--- src/hrg_pkg.sv ---
`timescale 1ns / 1ps

package hrg_pkg;

  localparam int HUE_W  = 9;
  localparam int SAT_W  = 7;
  localparam int CHAN_W = 8;
  localparam int REM_W  = 6;
  localparam int K_W    = 13;
  localparam int NUM_W  = 21;

  localparam logic [HUE_W-1:0] HUE_TURN   = 9'd360;
  localparam logic [HUE_W-1:0] SECTOR_DEG = 9'd60;
  localparam logic [SAT_W-1:0] SAT_FULL   = 7'd100;
  localparam logic [K_W-1:0]   RATIO_DEN  = 13'd6000;
  localparam logic [NUM_W-1:0] RATIO_HALF = 21'd3000;

  // floor(n / 6000) == (n * RECIP_MUL) >> RECIP_SHIFT for every n below 2**21
  localparam int RECIP_SHIFT = 35;
  localparam int RECIP_W     = 23;
  localparam longint unsigned RECIP_FULL =
    ((64'd1 << RECIP_SHIFT) + 64'd5999) / 64'd6000;
  localparam logic [RECIP_W-1:0] RECIP_MUL = RECIP_FULL[RECIP_W-1:0];
  localparam int PROD_W = NUM_W + RECIP_W;

  typedef enum logic [2:0] {
    SEC_RED_YEL  = 3'd0,
    SEC_YEL_GRN  = 3'd1,
    SEC_GRN_CYN  = 3'd2,
    SEC_CYN_BLU  = 3'd3,
    SEC_BLU_MAG  = 3'd4,
    SEC_MAG_RED  = 3'd5
  } sector_t;

  // gamma curve, built at elaboration from exact integer compares
  localparam int BIG_W = 144;
  localparam int GAMMA_FLOOR = 25;
  localparam int GAMMA_SPAN  = 230;

  typedef logic [255:0][CHAN_W-1:0] gamma_lut_t;

  function automatic logic [CHAN_W-1:0] gamma_value(input int x);
    logic [BIG_W-1:0] lhs;
    logic [BIG_W-1:0] rhs;
    int lo;
    int hi;
    int mid;
    lhs = BIG_W'(32);
    for (int i = 0; i < 5; i++) lhs = lhs * BIG_W'(GAMMA_SPAN);
    for (int i = 0; i < 11; i++) lhs = lhs * BIG_W'(x);
    lo = 0;
    hi = GAMMA_SPAN;
    while (lo < hi) begin
      mid = (lo + hi + 1) >> 1;
      rhs = BIG_W'(1);
      for (int i = 0; i < 5; i++) rhs = rhs * BIG_W'(2 * mid - 1);
      for (int i = 0; i < 11; i++) rhs = rhs * BIG_W'(255);
      if (lhs >= rhs) begin
        lo = mid;
      end else begin
        hi = mid - 1;
      end
    end
    if (x == 0) begin
      return '0;
    end
    return CHAN_W'(GAMMA_FLOOR + lo);
  endfunction

  function automatic gamma_lut_t gamma_build();
    gamma_lut_t lut;
    for (int i = 0; i < 256; i++) lut[i] = gamma_value(i);
    return lut;
  endfunction

  localparam gamma_lut_t GAMMA_LUT = gamma_build();

endpackage

--- src/hrg_in_if.sv ---
`timescale 1ns / 1ps

interface hrg_in_if;
  logic                         valid;
  logic                         ready;
  logic                         enable;
  logic [hrg_pkg::HUE_W-1:0]    hue;
  logic [hrg_pkg::SAT_W-1:0]    saturation;
  logic [hrg_pkg::CHAN_W-1:0]   brightness;

  modport source (output valid, enable, hue, saturation, brightness, input ready);
  modport sink (input valid, enable, hue, saturation, brightness, output ready);
endinterface

--- src/hrg_out_if.sv ---
`timescale 1ns / 1ps

interface hrg_out_if;
  logic                         valid;
  logic                         ready;
  logic [hrg_pkg::CHAN_W-1:0]   red;
  logic [hrg_pkg::CHAN_W-1:0]   green;
  logic [hrg_pkg::CHAN_W-1:0]   blue;

  modport source (output valid, red, green, blue, input ready);
  modport sink (input valid, red, green, blue, output ready);
endinterface

--- src/hsv_to_rgb_gamma_top.sv ---
`timescale 1ns / 1ps

// channel  dir  beat contents
// pixel    in   enable, hue, saturation, brightness
// color    out  red, green, blue
//
// five register stages: gamma/hue wrap, sector and ratios, scale by v,
// reciprocal multiply for the divide by 6000, output select
// one beat per cycle while the output is ready
// each stage holds only while it is full and the stage after it is held,
// so bubbles close up and a waiting result blocks the input only once all
// five stages are full
// rst clears the valid bits only

module hsv_to_rgb_gamma_top (
  input  logic          clk,
  input  logic          rst,
  hrg_in_if.sink        pixel,
  hrg_out_if.source     color
);

  localparam int CW = hrg_pkg::CHAN_W;
  localparam int KW = hrg_pkg::K_W;
  localparam int NW = hrg_pkg::NUM_W;

  // stage valids and advance enables
  logic s1_valid, s2_valid, s3_valid, s4_valid;
  logic adv1, adv2, adv3, adv4, adv5;

  assign adv5 = !color.valid || color.ready;
  assign adv4 = !s4_valid || adv5;
  assign adv3 = !s3_valid || adv4;
  assign adv2 = !s2_valid || adv3;
  assign adv1 = !s1_valid || adv2;
  assign pixel.ready = adv1;

  // stage 1
  logic                        s1_en;
  logic [hrg_pkg::HUE_W-1:0]   s1_hh;
  logic [hrg_pkg::SAT_W-1:0]   s1_sat;
  logic [CW-1:0]               s1_v;

  logic [hrg_pkg::HUE_W-1:0]   hh_next;
  logic [hrg_pkg::SAT_W-1:0]   sat_next;

  always_comb begin
    hh_next  = (pixel.hue >= hrg_pkg::HUE_TURN) ? pixel.hue - hrg_pkg::HUE_TURN : pixel.hue;
    sat_next = (pixel.saturation > hrg_pkg::SAT_FULL) ? hrg_pkg::SAT_FULL : pixel.saturation;
  end

  // stage 2
  logic                        s2_en;
  logic                        s2_grey;
  hrg_pkg::sector_t            s2_sector;
  logic [CW-1:0]               s2_v;
  logic [KW-1:0]               s2_kp, s2_kq, s2_kt;

  hrg_pkg::sector_t            sector_next;
  logic [hrg_pkg::HUE_W-1:0]   base_next;
  logic [hrg_pkg::REM_W-1:0]   rem_next;
  logic [hrg_pkg::REM_W-1:0]   rem_inv;
  logic [KW-1:0]               kp_next, kq_next, kt_next;

  always_comb begin
    priority if (s1_hh >= 9'(hrg_pkg::SECTOR_DEG * 5)) begin
      sector_next = hrg_pkg::SEC_MAG_RED;
      base_next   = 9'(hrg_pkg::SECTOR_DEG * 5);
    end else if (s1_hh >= 9'(hrg_pkg::SECTOR_DEG * 4)) begin
      sector_next = hrg_pkg::SEC_BLU_MAG;
      base_next   = 9'(hrg_pkg::SECTOR_DEG * 4);
    end else if (s1_hh >= 9'(hrg_pkg::SECTOR_DEG * 3)) begin
      sector_next = hrg_pkg::SEC_CYN_BLU;
      base_next   = 9'(hrg_pkg::SECTOR_DEG * 3);
    end else if (s1_hh >= 9'(hrg_pkg::SECTOR_DEG * 2)) begin
      sector_next = hrg_pkg::SEC_GRN_CYN;
      base_next   = 9'(hrg_pkg::SECTOR_DEG * 2);
    end else if (s1_hh >= hrg_pkg::SECTOR_DEG) begin
      sector_next = hrg_pkg::SEC_YEL_GRN;
      base_next   = hrg_pkg::SECTOR_DEG;
    end else begin
      sector_next = hrg_pkg::SEC_RED_YEL;
      base_next   = '0;
    end
    rem_next = hrg_pkg::REM_W'(s1_hh - base_next);
    rem_inv  = hrg_pkg::REM_W'(hrg_pkg::SECTOR_DEG) - rem_next;
    kp_next  = KW'(hrg_pkg::SAT_FULL - s1_sat) * KW'(hrg_pkg::SECTOR_DEG);
    kq_next  = hrg_pkg::RATIO_DEN - KW'(s1_sat) * KW'(rem_next);
    kt_next  = hrg_pkg::RATIO_DEN - KW'(s1_sat) * KW'(rem_inv);
  end

  // stage 3: numerators with the rounding half added
  logic                        s3_en;
  logic                        s3_grey;
  hrg_pkg::sector_t            s3_sector;
  logic [CW-1:0]               s3_v;
  logic [NW-1:0]               s3_np, s3_nq, s3_nt;

  // stage 4: quotients by 6000
  logic                        s4_en;
  logic                        s4_grey;
  hrg_pkg::sector_t            s4_sector;
  logic [CW-1:0]               s4_v;
  logic [CW-1:0]               s4_p, s4_q, s4_t;

  logic [hrg_pkg::PROD_W-1:0]  prod_p, prod_q, prod_t;

  always_comb begin
    prod_p = hrg_pkg::PROD_W'(s3_np) * hrg_pkg::PROD_W'(hrg_pkg::RECIP_MUL);
    prod_q = hrg_pkg::PROD_W'(s3_nq) * hrg_pkg::PROD_W'(hrg_pkg::RECIP_MUL);
    prod_t = hrg_pkg::PROD_W'(s3_nt) * hrg_pkg::PROD_W'(hrg_pkg::RECIP_MUL);
  end

  // stage 5: output select
  logic [CW-1:0] red_next, green_next, blue_next;

  always_comb begin
    unique case (s4_sector)
      hrg_pkg::SEC_RED_YEL: begin
        red_next = s4_v; green_next = s4_t; blue_next = s4_p;
      end
      hrg_pkg::SEC_YEL_GRN: begin
        red_next = s4_q; green_next = s4_v; blue_next = s4_p;
      end
      hrg_pkg::SEC_GRN_CYN: begin
        red_next = s4_p; green_next = s4_v; blue_next = s4_t;
      end
      hrg_pkg::SEC_CYN_BLU: begin
        red_next = s4_p; green_next = s4_q; blue_next = s4_v;
      end
      hrg_pkg::SEC_BLU_MAG: begin
        red_next = s4_t; green_next = s4_p; blue_next = s4_v;
      end
      default: begin
        red_next = s4_v; green_next = s4_p; blue_next = s4_q;
      end
    endcase
    if (s4_grey) begin
      red_next   = s4_v;
      green_next = s4_v;
      blue_next  = s4_v;
    end
    if (!s4_en) begin
      red_next   = '0;
      green_next = '0;
      blue_next  = '0;
    end
  end

  always_ff @(posedge clk) begin
    if (rst) begin
      s1_valid    <= 1'b0;
      s2_valid    <= 1'b0;
      s3_valid    <= 1'b0;
      s4_valid    <= 1'b0;
      color.valid <= 1'b0;
    end else begin
      if (adv1) s1_valid <= pixel.valid;
      if (adv2) s2_valid <= s1_valid;
      if (adv3) s3_valid <= s2_valid;
      if (adv4) s4_valid <= s3_valid;
      if (adv5) color.valid <= s4_valid;
    end

    if (adv1) begin
      s1_en  <= pixel.enable;
      s1_hh  <= hh_next;
      s1_sat <= sat_next;
      s1_v   <= hrg_pkg::GAMMA_LUT[pixel.brightness];
    end
    if (adv2) begin
      s2_en     <= s1_en;
      s2_grey   <= (s1_sat == '0);
      s2_sector <= sector_next;
      s2_v      <= s1_v;
      s2_kp     <= kp_next;
      s2_kq     <= kq_next;
      s2_kt     <= kt_next;
    end
    if (adv3) begin
      s3_en     <= s2_en;
      s3_grey   <= s2_grey;
      s3_sector <= s2_sector;
      s3_v      <= s2_v;
      s3_np     <= NW'(s2_v) * NW'(s2_kp) + hrg_pkg::RATIO_HALF;
      s3_nq     <= NW'(s2_v) * NW'(s2_kq) + hrg_pkg::RATIO_HALF;
      s3_nt     <= NW'(s2_v) * NW'(s2_kt) + hrg_pkg::RATIO_HALF;
    end
    if (adv4) begin
      s4_en     <= s3_en;
      s4_grey   <= s3_grey;
      s4_sector <= s3_sector;
      s4_v      <= s3_v;
      s4_p      <= prod_p[hrg_pkg::RECIP_SHIFT +: CW];
      s4_q      <= prod_q[hrg_pkg::RECIP_SHIFT +: CW];
      s4_t      <= prod_t[hrg_pkg::RECIP_SHIFT +: CW];
    end
    if (adv5) begin
      color.red   <= red_next;
      color.green <= green_next;
      color.blue  <= blue_next;
    end
  end

endmodule
--- src/flat_wrapper.sv ---
// flat-port wrapper written by rule: the top's interface ports become plain ports
module hsv_to_rgb_gamma_top_flat 
  (clk, rst, pixel_valid, pixel_enable, pixel_hue, pixel_saturation, pixel_brightness, pixel_ready, color_valid, color_red, color_green, color_blue, color_ready);
  hrg_in_if pixel_i ();
  hrg_out_if color_i ();
  input  logic clk;
  input  logic rst;
  input wire logic [$bits(pixel_i.valid)-1:0] pixel_valid;
  input wire logic [$bits(pixel_i.enable)-1:0] pixel_enable;
  input wire logic [$bits(pixel_i.hue)-1:0] pixel_hue;
  input wire logic [$bits(pixel_i.saturation)-1:0] pixel_saturation;
  input wire logic [$bits(pixel_i.brightness)-1:0] pixel_brightness;
  output wire logic [$bits(pixel_i.ready)-1:0] pixel_ready;
  output wire logic [$bits(color_i.valid)-1:0] color_valid;
  output wire logic [$bits(color_i.red)-1:0] color_red;
  output wire logic [$bits(color_i.green)-1:0] color_green;
  output wire logic [$bits(color_i.blue)-1:0] color_blue;
  input wire logic [$bits(color_i.ready)-1:0] color_ready;
  assign pixel_i.valid = pixel_valid;
  assign pixel_i.enable = pixel_enable;
  assign pixel_i.hue = pixel_hue;
  assign pixel_i.saturation = pixel_saturation;
  assign pixel_i.brightness = pixel_brightness;
  assign pixel_ready = pixel_i.ready;
  assign color_valid = color_i.valid;
  assign color_red = color_i.red;
  assign color_green = color_i.green;
  assign color_blue = color_i.blue;
  assign color_i.ready = color_ready;
  hsv_to_rgb_gamma_top u_core (.clk(clk), .rst(rst), .pixel(pixel_i), .color(color_i));
endmodule
--- config.mk ---
export PLATFORM = sky130hd
export DESIGN_NAME = hsv_to_rgb_gamma_top_flat
export DESIGN_NICKNAME = d
export VERILOG_FILES = /design/src/hrg_pkg.sv /design/src/hrg_in_if.sv /design/src/hrg_out_if.sv /design/src/hsv_to_rgb_gamma_top.sv /design/src/flat_wrapper.sv
export SDC_FILE = /design/constraint.sdc
export NUM_CORES = 2
export LEC_CHECK = 0
export ABC_AREA = 1
export BUFFER_PORTS_ARGS = -buffer_cell sky130_fd_sc_hd__buf_4
export CAP_MARGIN = 25
export CORE_ASPECT_RATIO = 0.75
export CORE_MARGIN = 1
export CORE_UTILIZATION = 25
export DETAILED_ROUTE_END_ITERATION = 12
export GPL_ROUTABILITY_DRIVEN = 0
export PLACE_DENSITY = 0.42
export SYNTH_ARGS = -nofsm -noshare
export SYNTH_HDL_FRONTEND = slang
export SYNTH_SLANG_ARGS = --single-unit
--- constraint.sdc ---
create_clock -name clk -period 8.1 [get_ports clk]
set_clock_uncertainty 0.15 [all_clocks]
set_input_delay 0 -clock clk [delete_from_list [all_inputs] [get_ports clk]]
set_output_delay 0 -clock clk [all_outputs]
set_load 0.02 [all_outputs]
### Yosys cells after proc, flatten, opt, wreduce, memory -nomap -nowiden

Memories as Yosys holds them, arrays and structs flattened. A register that Yosys moved wholly into a read port is not among the register bits.
Index checks and enable logic that the tools add are counted.
Widths: inputs -> output; s select.

| cells by class | value |
|---|---|
| $add $sub $neg | 9 |
| eq/ne operators | 4 |
| multiply operators | 9 |
| muxes and demuxes | 16 |
| reduce and logical (&&, ||, !) cells | 17 |
| $lt $le $gt $ge | 7 |

Operators by type and width:

| operator | number |
|---|---|
| $mul 21x18->38 const B | 3 |
| $pmux 8 s3 | 3 |
| $add 21x12->21 const B | 3 |
| $mul 8x13->21 | 2 |
| $mux 6 | 5 |
| $mul 7x6->13 | 2 |
| $sub 13x13->13 const A | 2 |
| $mux 8 | 3 |
| $mul 8x11->19 | 1 |
| $ge 9x8->1 const B | 2 |
| $ge 9x9->1 const B | 2 |
| $mul 13x4->11 const B | 1 |
| $reduce_or 2->1 | 5 |
| $ge 9x6->1 const B | 1 |
| $ge 9x7->1 const B | 1 |
| $mux 9 | 1 |
| $sub 9x9->9 const B | 1 |
| $sub 7x7->8 const A | 1 |
| $gt 7x7->1 const B | 1 |
| $logic_not 7->1 | 1 |
| $eq 3x2->1 const B | 2 |
| $mux 3 | 2 |
| $sub 6x6->6 | 1 |
| $sub 6x6->6 const A | 1 |
| other kinds (6) | 15 |

| storage, ports and cells | value |
|---|---|
| bits in read-only memories | 2048 |
| memories kept | 1 |
| output and inout port bits | 26 |
| register bits after elaboration | 209 |

Memory list:

| name | words | width | read ports | clocked after Yosys merged registers in | wr ports | RTL line | source |
|---|---|---|---|---|---|---|---|
| (name not given) | 256 | 8 | 1 | 1 | 0 | hsv_to_rgb_gamma_top.sv:168 | `s1_v <= hrg_pkg::GAMMA_LUT[pixel.brightness];` |

### Logic depth before layout (Yosys ltp)

| depth | value |
|---|---|
| word-level depth | 10 |
| gate-level depth with buffers | 28 |
| depth with buffers taken out | 28 |

### Worst setup path after synthesis

OpenSTA, ideal clock, no wires.

| timing | value |
|---|---|
| kind | flip-flop to flip-flop |
| from | reg u_core.s1_hh[5] (netlist bit) |
| to | reg u_core.s2_kt[10] (data pin) |
| setup slack | 2.117 ns |
| buffers on the path | 0 |
| period minus slack after synthesis | 5.983 ns |
| arrival time | 5.571 ns |
| cell stages (with the launch flop) | 25 |
| data required time | 7.688 ns |
| cells stage by stage | edfxtp_1 nand2_1 inv_1 o41ai_1 nand2_1 ha_1 fa_1 xor2_1 nor3_1 xnor2_1 nor2_1 fa_1 inv_1 fa_1 inv_1 fa_1 inv_1 ha_1 ha_1 nand2_1 o21ai_0 nand2_1 nand2_1 a21oi_1 xor2_1 |

| on the way | value |
|---|---|
| cells in the longest elaborated chain, start to end | 10 |

RTL lines:

| element | RTL line | source |
|---|---|---|
| start, declared | hsv_to_rgb_gamma_top.sv:39 | `logic [hrg_pkg::HUE_W-1:0] s1_hh;` |
| start signal, assigned | hsv_to_rgb_gamma_top.sv:166 | `s1_hh <= hh_next;` |
| $ge 9x6->1 | hsv_to_rgb_gamma_top.sv:77 | `end else if (s1_hh >= hrg_pkg::SECTOR_DEG) begin` |
| $mux 6 | hsv_to_rgb_gamma_top.sv:77 |  |
| $mux 6 | hsv_to_rgb_gamma_top.sv:74 | `end else if (s1_hh >= 9'(hrg_pkg::SECTOR_DEG * 2)) begin` |
| $mux 6 | hsv_to_rgb_gamma_top.sv:71 | `end else if (s1_hh >= 9'(hrg_pkg::SECTOR_DEG * 3)) begin` |
| $mux 6 | hsv_to_rgb_gamma_top.sv:68 | `end else if (s1_hh >= 9'(hrg_pkg::SECTOR_DEG * 4)) begin` |
| $mux 6 | hsv_to_rgb_gamma_top.sv:65 | `priority if (s1_hh >= 9'(hrg_pkg::SECTOR_DEG * 5)) begin` |
| $sub 6x6->6 * | hsv_to_rgb_gamma_top.sv:84 | `rem_next = hrg_pkg::REM_W'(s1_hh - base_next);` |
| $sub 6x6->6 * | hsv_to_rgb_gamma_top.sv:85 | `rem_inv = hrg_pkg::REM_W'(hrg_pkg::SECTOR_DEG) - rem_next;` |
| $mul 7x6->13 * | hsv_to_rgb_gamma_top.sv:88 | `kt_next = hrg_pkg::RATIO_DEN - KW'(s1_sat) * KW'(rem_inv);` |
| $sub 13x13->13 * | hsv_to_rgb_gamma_top.sv:88 |  |
| named net u_core.kt_next[10] | hsv_to_rgb_gamma_top.sv:62 | `logic [KW-1:0] kp_next, kq_next, kt_next;` |
| end signal, assigned | hsv_to_rgb_gamma_top.sv:177 | `s2_kt <= kt_next;` |
| end, declared | hsv_to_rgb_gamma_top.sv:56 | `logic [KW-1:0] s2_kp, s2_kq, s2_kt;` |

Mark *: on every way through the listed nets, which the timed path passes. The rest lies on a longest branch.
A chain may end at the register's enable or synchronous reset.

### Final worst setup path

Ends and elaborated chain as after synthesis.

==> parameters.txt <==
Parameter                              Value

Finish
  Area overhead of the layout relative to synthesis    10.02%
  Number of nets in the layout    6360
  Layout cell share with drive strength beyond 1    0.02434
  Antenna fix cells    0
  Final instance count without filler cells    7257
  Area of all placed cells without fillers    46840 µm²

Worst hold path
  Kind of path behind the tightest hold check    in -> reg

Place
  Instance area at placement    between 40000 and 50000 µm²
  Placed wire-length estimate    97960 µm
  Number of I/O port buffers    54
  Post-Place Cells    roughly 7000

Drt
  Wire length after detailed routing    roughly 110000 µm
  DR pass1 iterations    5
  Total via count after detailed routing    between 30000 and 40000
  Ratio of routed vias to standard cells    4.290
  Post-route DRC violation count    0
  Met3 wire length    4713 µm
  Count of antenna-violating nets left after detailed routing    0
  Iter 0 DRT Violations    1883
  Metal2 WL    44350 µm
  Top Metal Used    met4
  Per-cell routed wire length    15.84 µm
  Detailed-route wire length on metal 1    about 65000 µm

Clock tree
  CTS H-tree depth    1
  Number of buffers added by the clock tree synthesis step    27
  Latest clock arrival within the worst-skew pair    ~0.60 ns
  Deepest clock path buffer count    3
  CTS tree    built
  Total clock sinks    213
  Buffers inserted during post-CTS setup optimization    0
  Root cell of the clock tree    sky130_fd_sc_hd__clkbuf_16
  Worst-path clk slew    0.06 ns

Setup path
  Crit path buf inv count    5
  Max FO, Critical Path    7
  Sort of element at the end of the critical path    flip-flop
  CP top delay family    adder cells
  Crit path kind    reg -> reg
  Endpoint required time on the critical path    around 8.3 ns
  Kind of launch point of the worst setup path    flip-flop
  Slowest cell on crit path    sky130_fd_sc_hd__fa_1
  Worst-path cell chain    nand2_1, inv_1, o41ai_1, nand2_1, ha_1, fa_1, inv_1, nand3_1, xor2_1, nor2_1, fa_1, inv_1, fa_1, inv_1, fa_1, inv_1, ha_1, ha_1, nand2_1, o21ai_0, nand2_1, nand2_1, a21oi_1, xor2_1
  Largest incremental delay on the critical path    roughly 0.68 ns
  Arrival time at the worst endpoint    6.80 ns

Timing
  Final Setup Violations    0
  Worst-Margin Slew    0.9566 ns
  Shortest clock period the worst path allows after layout    6.611 ns
  Slew HR    0.3623
  Final count of pins violating max slew    0
  TNS Setup    0 ns
  Fraction of the cycle the final worst path needs    0.8162
  Unrepaired setup endpoints after global routing    no
  Peak clock frequency supported by timing    0.1513 GHz
  Worst hold slack    0.1108 ns
  Hold Violations, Final    0

Floorplan
  Overall die height    359.4 µm
  Core box area    168300 µm²
  # IOs    55
  Starting density of the core    0.2529
  Total Die Area    roughly 170000 µm²
  Number of core rows    130
  Floorplan die width    478.5 µm

GRT
  Number of antenna violations at the first check in global routing    3
  Remaining global-route overflow    0
  Pin count of the biggest net entering global routing    50
  All-Layer GR Usage    0.1358
  Vias in the first global route    32625
  Global-route wire length before repair    185700 µm

Synth
  Net count of the mapped netlist    6315
  Number of instances in the synthesized netlist    between 4000 and 5000
  Sequential cell area fraction in the yosys report    0.1490
  Register bit total from synthesis    213
  Synthesis warning total    0
  Predominant post-synthesis flop cell    sky130_fd_sc_hd__edfxtp_1
  Syn Std Cell Area    between 40000 and 50000 µm²
  Count of flip-flops with a built-in enable after synthesis    around 210
  Mean instance size in the synthesized netlist    roughly 8.6 µm²
  Number of distinct library cell variants in the gate-level netlist after synthesis    50
  Proportion of register bits with asynchronous set or reset after synthesis    0

Flow run
  Number of maximum-capacitance violations    0

Status
  Result of the run    complete, no violations
-- cell families (layout without fill, tap and decap cells) --
family          Yosys count  in the layout  share of synthesized area
buf+inv                1477           1542                     0.1310
simple gates           1289           1289                     0.1204
xor+xnor                104            104                    0.02157
flops                   213            213                     0.1490
fa+ha+maj              1338           1338                     0.5057
compound gates          527            527                    0.07223
-- per-stage QoR --
step | utilization | setup slack [ns]
floorplan | - | 2.117
global placement | 0.2702 | 1.608
detailed placement | 0.2702 | 1.501
CTS | 0.2782 | 1.482
global route | 0.2782 | 1.071
finish | 0.2782 | 1.489
-- cell type report --
| type | count | area [µm²] |
|---|---|---|
| Inverter | 1375 | 5162 |
| Timing Repair Buffer | 118 | 1008 |
| Tap cell | 2244 | 2808 |
| Clock buffer | 32 | 694.4 |
| Clock inverter | 17 | 167.7 |
| Multi-Input combinational cell | 3258 | 30650 |
| Sequential cell | 213 | 6346 |
| Fill cell | 18226 | 121500 |
-- registers in the layout (all words and copies together), names as in the netlist, 3 cells and up --
signal / flops
u_core.s3_v: 8
u_core.color.blue: 8
u_core.s4_q: 8
u_core.s3_nq: 20
u_core.s2_kt: 13
u_core.s4_v: 8
u_core.s1_sat: 7
u_core.color.green: 8
u_core.color.red: 8
u_core.s3_nt: 21
u_core.s2_kq: 12
u_core.s2_sector: 3
u_core.s3_sector: 3
u_core.s3_np: 19
u_core.s1_hh: 9
u_core.s4_t: 8
u_core.s4_sector: 3
u_core.s2_kp: 11
u_core.s2_v: 8
u_core.s1_v: 8
u_core.s4_p: 8
-- cells in the mapped netlist, types with 2 or more instances --
library cell | instances | area share
sky130_fd_sc_hd__o2111ai_1 | 9 | 0.0019
sky130_fd_sc_hd__o211ai_1 | 30 | 0.0053
sky130_fd_sc_hd__a22oi_1 | 2 | 0.00035
sky130_fd_sc_hd__o21bai_1 | 17 | 0.0030
sky130_fd_sc_hd__a31oi_1 | 13 | 0.0019
sky130_fd_sc_hd__a311oi_1 | 2 | 0.00041
sky130_fd_sc_hd__a21boi_0 | 6 | 0.0011
sky130_fd_sc_hd__edfxtp_1 | 208 | 0.15
sky130_fd_sc_hd__xnor2_1 | 39 | 0.0080
sky130_fd_sc_hd__a21oi_1 | 230 | 0.027
sky130_fd_sc_hd__ha_1 | 700 | 0.21
sky130_fd_sc_hd__buf_2 | 7 | 0.00082
sky130_fd_sc_hd__nor3_1 | 37 | 0.0043
sky130_fd_sc_hd__nand4_1 | 13 | 0.0019
sky130_fd_sc_hd__o31ai_1 | 14 | 0.0025
sky130_fd_sc_hd__nand3_1 | 118 | 0.014
sky130_fd_sc_hd__fa_1 | 638 | 0.30
sky130_fd_sc_hd__nand2_1 | 869 | 0.077
sky130_fd_sc_hd__inv_1 | 1367 | 0.12
sky130_fd_sc_hd__clkinv_1 | 7 | 0.00062
sky130_fd_sc_hd__o221ai_1 | 17 | 0.0035
sky130_fd_sc_hd__and2_1 | 2 | 0.00029
sky130_fd_sc_hd__nand3b_1 | 6 | 0.0011
sky130_fd_sc_hd__nor2_1 | 230 | 0.020
sky130_fd_sc_hd__o21ai_0 | 137 | 0.016
sky130_fd_sc_hd__o22ai_1 | 6 | 0.00088
sky130_fd_sc_hd__a221oi_1 | 3 | 0.00062
sky130_fd_sc_hd__o21a_1 | 7 | 0.0012
sky130_fd_sc_hd__or2_2 | 2 | 0.00029
sky130_fd_sc_hd__dfxtp_1 | 5 | 0.0024
sky130_fd_sc_hd__a21o_1 | 9 | 0.0016
sky130_fd_sc_hd__clkbuf_1 | 65 | 0.0057
sky130_fd_sc_hd__clkbuf_2 | 18 | 0.0021
sky130_fd_sc_hd__nor4_1 | 10 | 0.0015
sky130_fd_sc_hd__buf_1 | 11 | 0.00097
sky130_fd_sc_hd__xor2_1 | 64 | 0.013
sky130_fd_sc_hd__a211oi_1 | 17 | 0.0030
-- worst reg2reg max path, cell delays in order (launching register included) --
cell	delay (ns)
sky130_fd_sc_hd__edfxtp_1	0.48
sky130_fd_sc_hd__nand2_1	0.14
sky130_fd_sc_hd__inv_1	0.05
sky130_fd_sc_hd__o41ai_1	0.59
sky130_fd_sc_hd__nand2_1	0.12
sky130_fd_sc_hd__ha_1	0.23
sky130_fd_sc_hd__fa_1	0.68
sky130_fd_sc_hd__inv_1	0.18
sky130_fd_sc_hd__nand3_1	0.13
sky130_fd_sc_hd__xor2_1	0.48
sky130_fd_sc_hd__nor2_1	0.13
sky130_fd_sc_hd__fa_1	0.52
sky130_fd_sc_hd__inv_1	0.05
sky130_fd_sc_hd__fa_1	0.48
sky130_fd_sc_hd__inv_1	0.05
sky130_fd_sc_hd__fa_1	0.47
sky130_fd_sc_hd__inv_1	0.04
sky130_fd_sc_hd__ha_1	0.28
sky130_fd_sc_hd__ha_1	0.38
sky130_fd_sc_hd__nand2_1	0.09
sky130_fd_sc_hd__o21ai_0	0.27
sky130_fd_sc_hd__nand2_1	0.10
sky130_fd_sc_hd__nand2_1	0.07
sky130_fd_sc_hd__a21oi_1	0.07
sky130_fd_sc_hd__xor2_1	0.14
-- routing by layer --
layer  GRT usage  vias to the layer above
met5           0                        -
met4     0.01271                        0
met3     0.01362                       50
met2      0.1918                      548
met1      0.2233                    15171
li1            -                    15360
-- worst paths after layout --
path	from	end	slack, ns	depth (start not counted)
worst max register to register	u_core.s1_hh[5]	u_core.s2_kt[10]	1.49	24
worst max-delay path	u_core.s1_hh[5]	u_core.s2_kt[10]	1.49	24
worst min-delay path	pixel_brightness[3]	u_core.s1_v[3]	0.11	6
worst min register to register	u_core.s1_v[4]	u_core.s2_v[4]	0.27	0
-- layout by cell type (no fill, tap or decap), drive strengths merged, types with 7 or more instances in the layout --
cell         instances
o21ai              138
a211oi              17
nor2               231
clkbuf              32
nor4                10
nor3                37
inv               1374
o21bai              17
o21a                 7
a31oi               14
o221ai              17
xor2                65
xnor2               39
fa                 638
o31ai               14
buf                 69
o211ai              31
dlygate4sd3         49
nand4               13
nand2              869
nand3              118
edfxtp             208
a21o                 9
clkinv              14
o2111ai              9
ha                 700
a21oi              230
-- what timing repair did --
item,in CTS,in global routing
endpoints found under the setup margin,0,0
gates resized for setup,0,0
hold buffers,49,0
hold endpoints to repair,54,0
Power is not shown: default switching activity piles up to over one toggle a cycle in this logic, so the estimate is an artifact.
